===== config.mk =====
export PLATFORM = sky130hd
export DESIGN_NAME = differential_drive_odometry_top_flat
export DESIGN_NICKNAME = d
export VERILOG_FILES = /design/src/ddo_pkg.sv /design/src/ddo_if.sv /design/src/differential_drive_odometry_top.sv /design/src/ddo_serial_mul.sv /design/src/flat_wrapper.sv
export VERILOG_INCLUDE_DIRS = /design/src /design/src/src
export SDC_FILE = /design/constraint.sdc
export NUM_CORES = 2
export LEC_CHECK = 0
export BUFFER_PORTS_ARGS = -buffer_cell sky130_fd_sc_hd__buf_4
export CORE_AREA = 2 2 390 392
export CTS_CLUSTER_SIZE = 20
export DETAILED_ROUTE_END_ITERATION = 8
export DIE_AREA = 0 0 392 394
export MAX_ROUTING_LAYER = met4
export PLACE_DENSITY = 0.77
export SYNTH_ARGS = -nofsm -noshare
export SYNTH_HDL_FRONTEND = slang
export SYNTH_SLANG_ARGS = --single-unit

===== constraint.sdc =====
create_clock -name clk -period 15.7 [get_ports clk]
set_input_delay 1.57 -clock clk [delete_from_list [all_inputs] [get_ports clk]]
set_output_delay 1.57 -clock clk [all_outputs]
set_load 0.01 [all_outputs]

===== src/differential_drive_odometry_top_defines.svh =====
// Assertion macros for the odometry block.
`ifndef DIFFERENTIAL_DRIVE_ODOMETRY_TOP_DEFINES_SVH
`define DIFFERENTIAL_DRIVE_ODOMETRY_TOP_DEFINES_SVH
// Implication checked on every clock edge outside reset.
`define DDO_ASSERT_IMP(label, ante, cons) \
    label: assert property (@(posedge clk) disable iff (!rst_n) (ante) |-> (cons)) \
        else $error("%m: check failed");
// Next-cycle implication checked outside reset.
`define DDO_ASSERT_NEXT(label, ante, cons) \
    label: assert property (@(posedge clk) disable iff (!rst_n) (ante) |=> (cons)) \
        else $error("%m: check failed");
`endif


===== src/ddo_pkg.sv =====
// Shared types, constants and tables for the odometry block.
package ddo_pkg;

    localparam int CordicStepsDefault = 24;
    localparam logic [15:0] TrackWidthReset = 16'd7168;
    localparam logic [15:0] TrackWidthMin   = 16'd256;
    localparam logic [31:0] KTurn = 32'd79027398;
    localparam logic [31:0] KStep = 32'd100364796;
    localparam logic signed [31:0] TwoPiQ24 = 32'sd105414357;
    localparam logic signed [31:0] PiQ24    = 32'sd52707179;
    localparam logic signed [33:0] PiQ30    = 34'sd3373259426;
    localparam logic signed [33:0] HalfPiQ30 = 34'sd1686629713;
    localparam logic signed [33:0] CordicGain = 34'sd652032874;
    localparam logic signed [39:0] Max40 = 40'sh7F_FFFF_FFFF;
    localparam logic signed [39:0] Min40 = 40'sh80_0000_0000;
    localparam logic [0:0] RegTrackWidth = 1'b0;

    typedef enum logic [3:0] {
        ST_IDLE,
        ST_TURN_MUL,
        ST_TURN_DIV,
        ST_STEP_MUL,
        ST_UPDATE,
        ST_MOD,
        ST_CORDIC,
        ST_XY_MUL,
        ST_ACCUM,
        ST_OUT
    } ddo_state_t;

    // Truncated atan(2^-i) in Q2.30.
    function automatic logic signed [33:0] atan_q30(input logic [4:0] i);
        logic [31:0] v;
        begin
            case (i)
                5'd0:  v = 32'h3243F6A8;
                5'd1:  v = 32'h1DAC6705;
                5'd2:  v = 32'h0FAADD4B;
                5'd3:  v = 32'h07F56EA6;
                5'd4:  v = 32'h03FEAB76;
                5'd5:  v = 32'h01FFD55B;
                5'd6:  v = 32'h00FFFAAA;
                5'd7:  v = 32'h007FFF55;
                5'd8:  v = 32'h003FFFEA;
                5'd9:  v = 32'h001FFFFD;
                5'd10: v = 32'h000FFFFF;
                5'd11: v = 32'h0007FFFF;
                5'd12: v = 32'h0003FFFF;
                5'd13: v = 32'h0001FFFF;
                5'd14: v = 32'h0000FFFF;
                5'd15: v = 32'h00007FFF;
                5'd16: v = 32'h00003FFF;
                5'd17: v = 32'h00001FFF;
                5'd18: v = 32'h00000FFF;
                5'd19: v = 32'h000007FF;
                5'd20: v = 32'h000003FF;
                5'd21: v = 32'h000001FF;
                5'd22: v = 32'h000000FF;
                5'd23: v = 32'h0000007F;
                5'd24: v = 32'h0000003F;
                5'd25: v = 32'h0000001F;
                5'd26: v = 32'h0000000F;
                5'd27: v = 32'h00000008;
                5'd28: v = 32'h00000004;
                5'd29: v = 32'h00000002;
                5'd30: v = 32'h00000001;
                default: v = 32'h00000000;
            endcase
            return {2'b00, v};
        end
    endfunction

    // Saturate a 48-bit sum to 40 bits signed.
    function automatic logic signed [39:0] sat40(input logic signed [47:0] v);
        begin
            if (v > 48'(Max40))
                return Max40;
            else if (v < 48'(Min40))
                return Min40;
            return v[39:0];
        end
    endfunction

endpackage


===== src/ddo_if.sv =====
// Valid/ready channel interfaces for the odometry block.
interface ddo_in_if;
    logic        valid;
    logic        ready;
    logic [31:0] left_count;
    logic [31:0] right_count;
    logic        clear_distance;
    modport source (output valid, left_count, right_count, clear_distance, input ready);
    modport sink   (input valid, left_count, right_count, clear_distance, output ready);
endinterface

interface ddo_out_if;
    logic        valid;
    logic        ready;
    logic [31:0] heading;
    logic [39:0] path_distance;
    logic [39:0] pos_x;
    logic [39:0] pos_y;
    logic [31:0] speed;
    modport source (output valid, heading, path_distance, pos_x, pos_y, speed, input ready);
    modport sink   (input valid, heading, path_distance, pos_x, pos_y, speed, output ready);
endinterface


===== src/differential_drive_odometry_top.sv =====
// Differential-drive odometry: top level with sequencer, divider and CORDIC.
//
// Usage:
//   in_ch  (sink): one transaction per encoder tick with left_count,
//          right_count and clear_distance.
//   out_ch (source): one transaction per tick with heading, path_distance,
//          pos_x, pos_y and speed.
//   APB port: register 0 at byte address 0 holds track_width (Q8.8 inches),
//          reset 7168. Writes take effect on the next accepted tick.
// Sequence: a radix-4 multiply and a restoring divide for the turn, a
//   multiply for the step, a modulo reduction of the heading, one CORDIC
//   iteration per cycle and two multiplies for the x and y increments;
//   out_ch.valid is set after the ACCUM and OUT states.
// Flow: one tick in flight at a time; in_ch.ready returns the cycle after
//   the result is taken.
// Reset: all accumulators and previous counts clear; track_width reloads.
// Stall: a result is held in the output register until taken; a new tick is
//   accepted once the result register is free.
`include "differential_drive_odometry_top_defines.svh"
module differential_drive_odometry_top #(
    parameter int CORDIC_STEPS = ddo_pkg::CordicStepsDefault
) (
    input  logic        clk,
    input  logic        rst_n,
    ddo_in_if.sink      in_ch,
    ddo_out_if.source   out_ch,
    input  logic        psel,
    input  logic        penable,
    input  logic        pwrite,
    input  logic [1:0]  paddr,
    input  logic [31:0] pwdata,
    output logic [31:0] prdata,
    output logic        pready
);
    import ddo_pkg::*;

    localparam int CntW = $clog2(CORDIC_STEPS + 1);

    ddo_state_t state_reg, state_next;

    logic [15:0] track_width_reg;
    logic [31:0] prev_left_reg, prev_right_reg;
    logic signed [31:0] heading_reg;
    logic signed [39:0] dist_reg, x_reg, y_reg;
    logic signed [31:0] speed_reg;
    logic out_valid_reg;

    // Work registers
    logic signed [32:0] dsum_reg, ddiff_reg;   // tr+tl, tr-tl
    logic signed [44:0] step_reg;
    logic [16:0] rem_reg;                       // restoring divide remainder
    logic [59:0] num_reg;                       // dividend in, quotient out
    logic [16:0] tw_reg;
    logic [6:0]  div_cnt_reg;
    logic signed [31:0] r_reg;                  // modulo remainder
    logic signed [39:0] mod_sub_reg;
    logic [5:0]  mod_cnt_reg;
    logic signed [33:0] cx_reg, cy_reg, cz_reg;
    logic [CntW-1:0] ci_reg;
    logic flip_reg;
    logic sel_y_reg;
    logic signed [45:0] incx_reg;

    // APB
    logic cfg_wr;
    assign pready = 1'b1;
    assign cfg_wr = psel && penable && pwrite;
    assign prdata = (paddr[1:1] == RegTrackWidth) ? {16'd0, track_width_reg} : 32'd0;

    always_ff @(posedge clk or negedge rst_n)
    begin
        if (!rst_n)
            track_width_reg <= TrackWidthReset;
        else if (cfg_wr && paddr[1:1] == RegTrackWidth)
            track_width_reg <= pwdata[15:0];
    end

    // Shared serial multiplier
    logic        mul_start, mul_done;
    logic [47:0] mul_a;
    logic [31:0] mul_b;
    logic [79:0] mul_p;

    ddo_serial_mul u_mul (
        .clk(clk), .rst_n(rst_n), .start(mul_start),
        .a(mul_a), .b(mul_b), .done(mul_done), .product(mul_p)
    );

    // Input decode
    logic in_acc;
    logic [31:0] negr, tl32, tr32;
    logic signed [32:0] tl, tr;
    assign in_ch.ready = (state_reg == ST_IDLE) && !out_valid_reg;
    assign in_acc = in_ch.valid && in_ch.ready;
    assign negr = 32'd0 - in_ch.right_count;
    assign tl32 = in_ch.left_count - prev_left_reg;
    assign tr32 = negr - prev_right_reg;
    assign tl = {tl32[31], tl32};
    assign tr = {tr32[31], tr32};

    // Divider step
    logic [17:0] div_trial;
    assign div_trial = {rem_reg, num_reg[59]} - {1'b0, tw_reg};

    // Modulo step
    logic signed [31:0] r_mod;
    assign r_mod = (r_reg >= 0 && 40'(r_reg) >= mod_sub_reg) ? 32'(40'(r_reg) - mod_sub_reg)
                 : ((r_reg < 0 && -40'(r_reg) >= mod_sub_reg) ? 32'(40'(r_reg) + mod_sub_reg)
                 : r_reg);

    // CORDIC step
    logic signed [33:0] sh_x, sh_y;
    assign sh_x = cx_reg >>> ci_reg;
    assign sh_y = cy_reg >>> ci_reg;

    // Rounded products
    logic [63:0] step_mag;
    logic [49:0] xy_mag;
    assign step_mag = (mul_p[63:0] + 64'd32768) >> 16;
    assign xy_mag = 50'((mul_p + 80'd536870912) >> 30);

    // Cosine magnitude for the y product
    logic signed [33:0] sel_trig;
    logic [31:0] trig_mag;
    logic [44:0] step_abs;
    assign sel_trig = cx_reg;
    assign trig_mag = sel_trig[33] ? 32'(-sel_trig) : sel_trig[31:0];
    assign step_abs = step_reg[44] ? 45'(-step_reg) : step_reg;

    logic signed [32:0] hsum;
    logic signed [31:0] hnew;
    logic signed [51:0] spd_full;
    logic signed [33:0] z0;
    assign spd_full = step_reg * 52'sd50;
    assign z0 = {r_reg[31], r_reg[31], r_reg} <<< 6;

    // Next state
    always_comb
    begin
        state_next = state_reg;
        case (state_reg)
            ST_IDLE:     if (in_acc) state_next = ST_TURN_MUL;
            ST_TURN_MUL: if (mul_done) state_next = ST_TURN_DIV;
            ST_TURN_DIV: if (div_cnt_reg == 7'd60) state_next = ST_STEP_MUL;
            ST_STEP_MUL: if (mul_done) state_next = ST_UPDATE;
            ST_UPDATE:   state_next = ST_MOD;
            ST_MOD:      if (mod_cnt_reg == 6'd0) state_next = ST_CORDIC;
            ST_CORDIC:   if (ci_reg == CntW'(CORDIC_STEPS)) state_next = ST_XY_MUL;
            ST_XY_MUL:   if (mul_done && sel_y_reg) state_next = ST_ACCUM;
            ST_ACCUM:    state_next = ST_OUT;
            ST_OUT:      state_next = ST_IDLE;
            default:     state_next = ST_IDLE;
        endcase
    end

    // Multiplier launch
    always_comb
    begin
        mul_start = 1'b0;
        mul_a = 48'd0;
        mul_b = 32'd0;
        case (state_reg)
            ST_IDLE:
            begin
                mul_start = in_acc;
                mul_a = (tr - tl < 0) ? -48'(tr - tl) : 48'(tr - tl);
                mul_b = KTurn;
            end
            ST_TURN_DIV:
            begin
                mul_start = (div_cnt_reg == 7'd60);
                mul_a = (dsum_reg < 0) ? -48'(dsum_reg) : 48'(dsum_reg);
                mul_b = KStep;
            end
            ST_CORDIC:
            begin
                mul_start = (ci_reg == CntW'(CORDIC_STEPS));
                mul_a = {3'd0, step_abs};
                mul_b = (cy_reg[33] ? 32'(-cy_reg) : cy_reg[31:0]);
            end
            ST_XY_MUL:
            begin
                mul_start = mul_done && !sel_y_reg;
                mul_a = {3'd0, step_abs};
                mul_b = trig_mag;
            end
            default:
            begin
                mul_start = 1'b0;
            end
        endcase
    end

    // Datapath
    always_ff @(posedge clk)
    begin
        case (state_reg)
            ST_IDLE:
            begin
                if (in_acc)
                begin
                    dsum_reg <= tr + tl;
                    ddiff_reg <= tr - tl;
                    tw_reg <= {1'b0, (track_width_reg < TrackWidthMin) ? TrackWidthMin
                                                                       : track_width_reg};
                end
            end
            ST_TURN_MUL:
            begin
                num_reg <= mul_p[59:0];
                rem_reg <= '0;
                div_cnt_reg <= 7'd0;
            end
            ST_TURN_DIV:
            begin
                if (div_cnt_reg != 7'd60)
                begin
                    div_cnt_reg <= div_cnt_reg + 7'd1;
                    if (!div_trial[17])
                    begin
                        rem_reg <= div_trial[16:0];
                        num_reg <= {num_reg[58:0], 1'b1};
                    end
                    else
                    begin
                        rem_reg <= {rem_reg[15:0], num_reg[59]};
                        num_reg <= {num_reg[58:0], 1'b0};
                    end
                end
            end
            ST_STEP_MUL:
            begin
                if (mul_done)
                    step_reg <= dsum_reg < 0 ? -45'(step_mag) : 45'(step_mag);
            end
            ST_UPDATE:
            begin
                r_reg <= hnew;
                mod_sub_reg <= 40'(TwoPiQ24) <<< 5;
                mod_cnt_reg <= 6'd5;
            end
            ST_MOD:
            begin
                // Truncating remainder: subtract 2pi*2^k when magnitude allows.
                r_reg <= r_mod;
                mod_sub_reg <= mod_sub_reg >>> 1;
                if (mod_cnt_reg != 6'd0)
                    mod_cnt_reg <= mod_cnt_reg - 6'd1;
                else
                begin
                    cx_reg <= CordicGain;
                    cy_reg <= 34'sd0;
                    ci_reg <= '0;
                    begin
                        logic signed [31:0] rr;
                        logic signed [33:0] zz;
                        rr = r_mod;
                        if (rr < 0) rr = rr + TwoPiQ24;
                        if (rr > PiQ24) rr = rr - TwoPiQ24;
                        zz = 34'(rr) <<< 6;
                        if (zz > HalfPiQ30)
                        begin
                            cz_reg <= zz - PiQ30;
                            flip_reg <= 1'b1;
                        end
                        else if (zz < -HalfPiQ30)
                        begin
                            cz_reg <= zz + PiQ30;
                            flip_reg <= 1'b1;
                        end
                        else
                        begin
                            cz_reg <= zz;
                            flip_reg <= 1'b0;
                        end
                    end
                end
            end
            ST_CORDIC:
            begin
                if (ci_reg != CntW'(CORDIC_STEPS))
                begin
                    ci_reg <= ci_reg + CntW'(1);
                    if (cz_reg >= 0)
                    begin
                        cx_reg <= cx_reg - sh_y;
                        cy_reg <= cy_reg + sh_x;
                        cz_reg <= cz_reg - atan_q30(5'(ci_reg));
                    end
                    else
                    begin
                        cx_reg <= cx_reg + sh_y;
                        cy_reg <= cy_reg - sh_x;
                        cz_reg <= cz_reg + atan_q30(5'(ci_reg));
                    end
                end
                else
                begin
                    if (flip_reg)
                    begin
                        cx_reg <= -cx_reg;
                        cy_reg <= -cy_reg;
                    end
                    sel_y_reg <= 1'b0;
                end
            end
            ST_XY_MUL:
            begin
                if (mul_done && !sel_y_reg)
                begin
                    incx_reg <= (step_reg[44] ^ cy_reg[33]) ? -46'(xy_mag) : 46'(xy_mag);
                    sel_y_reg <= 1'b1;
                end
            end
            default:
            begin
            end
        endcase
    end

    // Architectural state
    logic signed [45:0] incy;
    assign incy = (step_reg[44] ^ cx_reg[33]) ? -46'(xy_mag) : 46'(xy_mag);

    // Heading increment with the quotient saturated past 32 bits
    always_comb
    begin
        logic [32:0] q_mag;
        logic signed [47:0] q;
        q_mag = (num_reg[59:32] != 28'd0) ? 33'h1_0000_0000 : {1'b0, num_reg[31:0]};
        q = ddiff_reg < 0 ? -48'(q_mag) : 48'(q_mag);
        hsum = 33'(48'(heading_reg) + q > 48'sh7FFFFFFF ? 48'sh7FFFFFFF
               : (48'(heading_reg) + q < -48'sh80000000 ? -48'sh80000000
               : 48'(heading_reg) + q));
        hnew = hsum[31:0];
    end

    always_ff @(posedge clk or negedge rst_n)
    begin
        if (!rst_n)
        begin
            state_reg <= ST_IDLE;
            out_valid_reg <= 1'b0;
            prev_left_reg <= '0;
            prev_right_reg <= '0;
            heading_reg <= '0;
            dist_reg <= '0;
            x_reg <= '0;
            y_reg <= '0;
            speed_reg <= '0;
        end
        else
        begin
            state_reg <= state_next;
            if (out_valid_reg && out_ch.ready)
                out_valid_reg <= 1'b0;
            if (in_acc)
            begin
                prev_left_reg <= in_ch.left_count;
                prev_right_reg <= negr;
                if (in_ch.clear_distance)
                    dist_reg <= '0;
            end
            if (state_reg == ST_UPDATE)
            begin
                heading_reg <= hnew;
                dist_reg <= sat40(48'(dist_reg) + 48'(step_reg));
                speed_reg <= spd_full > 52'sh7FFFFFFF ? 32'sh7FFFFFFF
                           : (spd_full < -52'sh80000000 ? 32'sh80000000 : spd_full[31:0]);
            end
            if (state_reg == ST_XY_MUL && mul_done && sel_y_reg)
            begin
                x_reg <= sat40(48'(x_reg) + 48'(incx_reg));
                y_reg <= sat40(48'(y_reg) + 48'(incy));
            end
            if (state_reg == ST_OUT)
                out_valid_reg <= 1'b1;
        end
    end

    assign out_ch.valid = out_valid_reg;
    assign out_ch.heading = heading_reg;
    assign out_ch.path_distance = dist_reg;
    assign out_ch.pos_x = x_reg;
    assign out_ch.pos_y = y_reg;
    assign out_ch.speed = speed_reg;

    `DDO_ASSERT_IMP(a_no_accept_busy, state_reg != ST_IDLE, !in_ch.ready)
    `DDO_ASSERT_NEXT(a_out_hold, out_valid_reg && !out_ch.ready, out_valid_reg)
    `DDO_ASSERT_NEXT(a_out_after_seq, state_reg == ST_OUT, out_valid_reg)
endmodule


===== src/ddo_serial_mul.sv =====
// Radix-4 shift-add multiplier: unsigned 48 x 32, two multiplier bits per cycle.
module ddo_serial_mul (
    input  logic        clk,
    input  logic        rst_n,
    input  logic        start,
    input  logic [47:0] a,
    input  logic [31:0] b,
    output logic        done,
    output logic [79:0] product
);
    logic [79:0] acc_reg, acc_next;
    logic [79:0] mcand_reg, mcand_next;
    logic [31:0] mplier_reg, mplier_next;
    logic [4:0]  cnt_reg, cnt_next;
    logic        busy_reg, busy_next;
    logic        done_reg, done_next;
    logic [79:0] part;

    // Digit partial product and step control
    always_comb
    begin
        part = (mplier_reg[0] ? mcand_reg : 80'd0)
             + (mplier_reg[1] ? {mcand_reg[78:0], 1'b0} : 80'd0);
        acc_next = acc_reg;
        mcand_next = mcand_reg;
        mplier_next = mplier_reg;
        cnt_next = cnt_reg;
        busy_next = busy_reg;
        done_next = 1'b0;
        if (start)
        begin
            acc_next = 80'd0;
            mcand_next = {32'd0, a};
            mplier_next = b;
            cnt_next = 5'd0;
            busy_next = 1'b1;
        end
        else if (busy_reg)
        begin
            acc_next = acc_reg + part;
            mcand_next = {mcand_reg[77:0], 2'b00};
            mplier_next = {2'b00, mplier_reg[31:2]};
            cnt_next = cnt_reg + 5'd1;
            if (cnt_reg == 5'd15)
            begin
                busy_next = 1'b0;
                done_next = 1'b1;
            end
        end
    end

    always_ff @(posedge clk or negedge rst_n)
    begin
        if (!rst_n)
        begin
            busy_reg <= 1'b0;
            done_reg <= 1'b0;
            cnt_reg  <= 5'd0;
        end
        else
        begin
            busy_reg <= busy_next;
            done_reg <= done_next;
            cnt_reg  <= cnt_next;
        end
    end

    always_ff @(posedge clk)
    begin
        acc_reg <= acc_next;
        mcand_reg <= mcand_next;
        mplier_reg <= mplier_next;
    end

    assign done = done_reg;
    assign product = acc_reg;
endmodule

===== src/flat_wrapper.sv =====
// flat-port wrapper written by rule: the top's interface ports become plain ports
module differential_drive_odometry_top_flat import ddo_pkg::*;
#(
    parameter int CORDIC_STEPS = ddo_pkg::CordicStepsDefault
)
  (clk, rst_n, psel, penable, pwrite, paddr, pwdata, prdata, pready, in_ch_valid, in_ch_left_count, in_ch_right_count, in_ch_clear_distance, in_ch_ready, out_ch_valid, out_ch_heading, out_ch_path_distance, out_ch_pos_x, out_ch_pos_y, out_ch_speed, out_ch_ready);
  ddo_in_if in_ch_i ();
  ddo_out_if out_ch_i ();
  input  logic clk;
  input  logic rst_n;
  input  logic psel;
  input  logic penable;
  input  logic pwrite;
  input  logic [1:0] paddr;
  input  logic [31:0] pwdata;
  output logic [31:0] prdata;
  output logic pready;
  input wire logic [$bits(in_ch_i.valid)-1:0] in_ch_valid;
  input wire logic [$bits(in_ch_i.left_count)-1:0] in_ch_left_count;
  input wire logic [$bits(in_ch_i.right_count)-1:0] in_ch_right_count;
  input wire logic [$bits(in_ch_i.clear_distance)-1:0] in_ch_clear_distance;
  output wire logic [$bits(in_ch_i.ready)-1:0] in_ch_ready;
  output wire logic [$bits(out_ch_i.valid)-1:0] out_ch_valid;
  output wire logic [$bits(out_ch_i.heading)-1:0] out_ch_heading;
  output wire logic [$bits(out_ch_i.path_distance)-1:0] out_ch_path_distance;
  output wire logic [$bits(out_ch_i.pos_x)-1:0] out_ch_pos_x;
  output wire logic [$bits(out_ch_i.pos_y)-1:0] out_ch_pos_y;
  output wire logic [$bits(out_ch_i.speed)-1:0] out_ch_speed;
  input wire logic [$bits(out_ch_i.ready)-1:0] out_ch_ready;
  assign in_ch_i.valid = in_ch_valid;
  assign in_ch_i.left_count = in_ch_left_count;
  assign in_ch_i.right_count = in_ch_right_count;
  assign in_ch_i.clear_distance = in_ch_clear_distance;
  assign in_ch_ready = in_ch_i.ready;
  assign out_ch_valid = out_ch_i.valid;
  assign out_ch_heading = out_ch_i.heading;
  assign out_ch_path_distance = out_ch_i.path_distance;
  assign out_ch_pos_x = out_ch_i.pos_x;
  assign out_ch_pos_y = out_ch_i.pos_y;
  assign out_ch_speed = out_ch_i.speed;
  assign out_ch_i.ready = out_ch_ready;
  differential_drive_odometry_top #(.CORDIC_STEPS(CORDIC_STEPS)) u_core (.clk(clk), .rst_n(rst_n), .in_ch(in_ch_i), .out_ch(out_ch_i), .psel(psel), .penable(penable), .pwrite(pwrite), .paddr(paddr), .pwdata(pwdata), .prdata(prdata), .pready(pready));
endmodule

==> out/summary.md <==
The run finished with clean final reports. The run gives 3 as the number of antenna violations at the first check in global routing. The largest net degree at the start of global routing is 108. The tools report the logic gate share of total power as 5.9%. The floorplan step defined a die boundary enclosing 154000 µm².

End point of the worst hold path: u_core.tw_reg[13]. In this run the horizontal extent of the chip is 392 µm. Of all flip-flops after synthesis, the portion carrying an async set or reset was 30.9%. For the worst-skew pair, the clock arrives at the later sink with an insertion delay of 0.77 ns. The count of buffers from port buffering works out to 290. The power spent charging and discharging nets was 1.35 mW. Largest stage delay on the critical path: 0.67 ns.

The total overflow left after global routing is 0. The mean post-synth cell area was 8.29 µm². The tools report the slack of the worst reg-to-reg path as 2.93 ns. Max-capacitance violation count: 0. Summed over all nets, wire length on met3 after detailed routing comes to 17.1 mm. Among the stages of the critical path, the cell type that occurs most often is sky130_fd_sc_hd__or4_1. Counting cells, the worst reg-to-reg path comes to 37. The endpoint identified for the worst register-to-register timing path is u_core.cz_reg[8]. The final max-slew violation count is 0.

Setup slack on the critical path of the routed design comes to 2.93 ns. In the layout the commonest cells are sky130_fd_sc_hd__nand2_1, sky130_fd_sc_hd__nor2_1, sky130_fd_sc_hd__ha_1. The type of the tightest min-delay check was flop to flop. The logs give 0.0569 ns for the worst setup skew after layout and 3 for the maximum root-to-sink buffer count. At the placement stage, the worst setup path has a slack of 3.24 ns. The commonest register cell after synthesis was sky130_fd_sc_hd__edfxtp_1. The number of enable flip-flop cells after synthesis was 484.

In this run the worst path has a maximum fanout of 39. Of the total power, registers draw 44.9%. The worst setup path is launched from a flop. The tools report the origin of the critical flop-to-flop path as u_core.r_reg[13]. The HPWL after detailed placement is 206 mm. Nature of the critical path endpoint: a flop. Wire segments on met2 add up to 129 mm in the final route. Global-route wire length before repair: 424 mm. For the pin with the worst max-slew slack, the measured transition is 1.21 ns.

The region available for standard cell placement spans 151000 µm². The register area is 24100 µm², and the post-route fraction of the period consumed by the critical path is 81.4%. After routing, the total negative slack on setup checks comes to 0 ns. The multi-input combinational cells in the finished layout cover a total of 61100 µm². The run gives 42.4 nW as the static leakage. Across the VDD grid, the largest voltage drop is 89.4 µV. By area the synthesized netlist is led by sky130_fd_sc_hd__edfxtp_1, sky130_fd_sc_hd__ha_1, sky130_fd_sc_hd__dfrtp_1.

The internal power of the cells totals 4.18 mW. Power spread over the standard cell area amounts to 57.0 nW/µm². The startpoint-to-endpoint class of the critical path is flop to flop. The total via count after detailed routing came out at 80100.

The top cell type's share of synthesized area is 16.2%, and the first-pass iteration count of the detailed router is 6. The cell with the largest stage delay on the worst path is sky130_fd_sc_hd__nor4_1. The layout has 12900 filler cells.

TritonCTS built the clock tree. Summing every instance area after synthesis gives 89600 µm². Number of register bits inferred by synthesis: 894. The worst path in the final design needs a cycle of 12.77 ns, including I/O delays and setup.

The area growth from synthesis to layout works out to 8.24%. The ratio of cells with drive above 1 in the final layout came out at 7.72%. sky130_fd_sc_hd__edfxtp_1 takes more of the synthesized area than any other cell. The detailed router put a total of 112 mm of wire on met1. Summed over all layers, the routed wires come to 269 mm. For the worst endpoint data arrival time, the log shows 13.32 ns. For the number of cells upsized or downsized after cts, the log shows 0.

For this block, the initial DRC count from the detailed router was 7004. Pin placement for this block handled 325 I/O pins. The clock tree synthesis step divided the H-tree into 3 levels.

The routability-driven placement congestion ratio was 0.990. The depth of the worst hold-timing path was 0; the vertical die dimension was 394 µm. Setup violations remaining at the end of the flow were counted as 0. The clock net sink count was 894. The final number of hold-violating endpoints is 0, and the via count of the first global-routing pass is 77000. After clock tree synthesis, the clock-pin slew on the worst setup and hold paths is 0.06 ns. The post-cts hold buffer count was 0. In this run the core area contains 143 standard-cell rows.

STA puts the critical path data required time at 16.25 ns. Counting every instance in the synthesized netlist gives 10800. The wire length per cell was 20.8 µm; the sequential-to-total area share from yosys stat was 26.9%. The tools report the maximum clock frequency as 78.3 MHz.

The most common cell after layout, fill and taps aside was sky130_fd_sc_hd__nand2_1. At the end of the flow, the number of nets in the layout was 11800. The ratio of routed vias to standard cells is 6.19, and the number of distinct library cell variants in the gate-level netlist after synthesis is 131. Across every metal layer, demand over resource in global routing totals 35.1%. The number of synthesis warnings is 0, and the effective utilization at floorplan is 59.5%. The run gives 0 as the total setup buffers inserted after CTS. In this run the most critical hold path is launched from u_core.track_width_reg[13]. For the proportion of power drawn by the clock network, the log shows 49.2%.

Setup repair after global routing left no endpoint under its margin. The logs give 108 for the total CTS buffers and 0 for the total DRC errors in the routed layout. The remaining antenna violation count is 0, and the fraction of power spent switching nets is 24.3%. The worst pin sits at a relative slew slack of 18.6%.

The tree is rooted in a sky130_fd_sc_hd__clkbuf_16. Signal routing reaches up to met4.
==> metrics by stage <==
| step | total power [mW] | util [%] | instance area, µm² | hold WS, ns | cells |
|---|---|---|---|---|---|
| finish | 5.53 | 64.4 | 97000 | 0.478 | 12900 |
| CTS | 5.56 | 64.4 | 97000 | 0.491 | 12900 |
| global route | 5.68 | 64.4 | 97000 | 0.514 | 12900 |
| floorplan | 2.75 | - | 89700 | 0.454 | 10800 |
| detailed placement | 2.85 | 61.8 | 93200 | 0.478 | 12700 |
| global placement | 2.85 | 61.8 | 93200 | 0.464 | 12700 |
==> worst max-delay path, delay by kind of cell, from the launching register on <==
kind            cells  cell delay, ns
simple gates       14            5.39
compound gates     16            4.36
buf+inv             3            0.84
xor+xnor            2            0.78
fa+ha+maj           2            0.61
flops               1            0.52
==> synthesized netlist by cell type, drive strengths merged (27+ instances only) <==
cell type and count:
a211oi 92, a21boi 29, a21o 195, a21oi 764, a221o 59, a221oi 33, a22o 27, a22oi 78
a31oi 86, and2 243, and3 90, buf 125, clkbuf 384, dfrtp 273, dfxtp 134, edfxtp 484
fa 132, ha 804, inv 668, mux2 38, mux2i 173, mux4 43, nand2 1216, nand2b 116
nand3 233, nand4 69, nor2 1029, nor2b 100, nor3 201, nor4 55, o211ai 59, o21a 109
o21ai 628, o21bai 96, o221ai 47, o22ai 54, o31ai 68, o41ai 32, or2 68, or3 149
or4 31, xnor2 757, xor2 428
==> metal layers <==
| layer | GRT usage, % | vias up |
|---|---|---|
| li1 | - | 38100 |
| met1 | 44.4 | 38500 |
| met2 | 57.4 | 2930 |
| met3 | 3.31 | 544 |
| met4 | 14.7 | 0 |
| met5 | - | - |
==> how the worst max path moves through the flow <==
stage                                   end  slack [ns]  cells after the start        startpoint
after floorplan           u_core.cz_reg[16]        5.87                     39  u_core.r_reg[13]
after global placement     u_core.cz_reg[8]        3.29                     40   u_core.r_reg[1]
final                      u_core.cz_reg[8]        2.93                     37  u_core.r_reg[13]
after detailed placement   u_core.cz_reg[8]        3.24                     37  u_core.r_reg[13]
after global routing       u_core.cz_reg[8]        2.24                     37  u_core.r_reg[13]
after CTS                  u_core.cz_reg[8]        3.13                     37  u_core.r_reg[13]
==> power groups by stage <==
stage | clock network, mW | logic, mW | registers [mW]
CTS | 2.75 | 0.326 | 2.48
floorplan | 0 | 0.225 | 2.52
detailed placement | 0 | 0.324 | 2.53
finish | 2.72 | 0.327 | 2.48
global placement | 0 | 0.317 | 2.53
global route | 2.84 | 0.361 | 2.48
==> layout make-up <==
| cell class | instances | area share, % |
|---|---|---|
| Tap cell | 2030 | 2.62 |
| Inverter | 672 | 2.61 |
| Antenna cell | 6 | 0.0155 |
| Sequential cell | 894 | 24.9 |
| Timing Repair Buffer | 384 | 2.98 |
| Multi-Input combinational cell | 8745 | 63.0 |
| Clock inverter | 68 | 0.906 |
| Clock buffer | 137 | 3.04 |
==> cells by family (layout without fill, tap and decap cells) <==
logic type / count (synthesis) / after routing / share of synthesized area (%)
XOR/XNOR: 1185 / 1185 / 11.6
multiplexers: 254 / 254 / 3.50
buffers and inverters: 1181 / 1261 / 5.21
AND/OR/NAND/NOR: 3676 / 3676 / 19.1
flip-flops: 894 / 894 / 26.9
AO/OA/AOI/OAI: 2677 / 2677 / 19.5
other: 2 / 23 / 0.00838
adder cells (fa/ha/maj): 936 / 936 / 14.2
No activity file was read; power rests on OpenSTA's default activity.
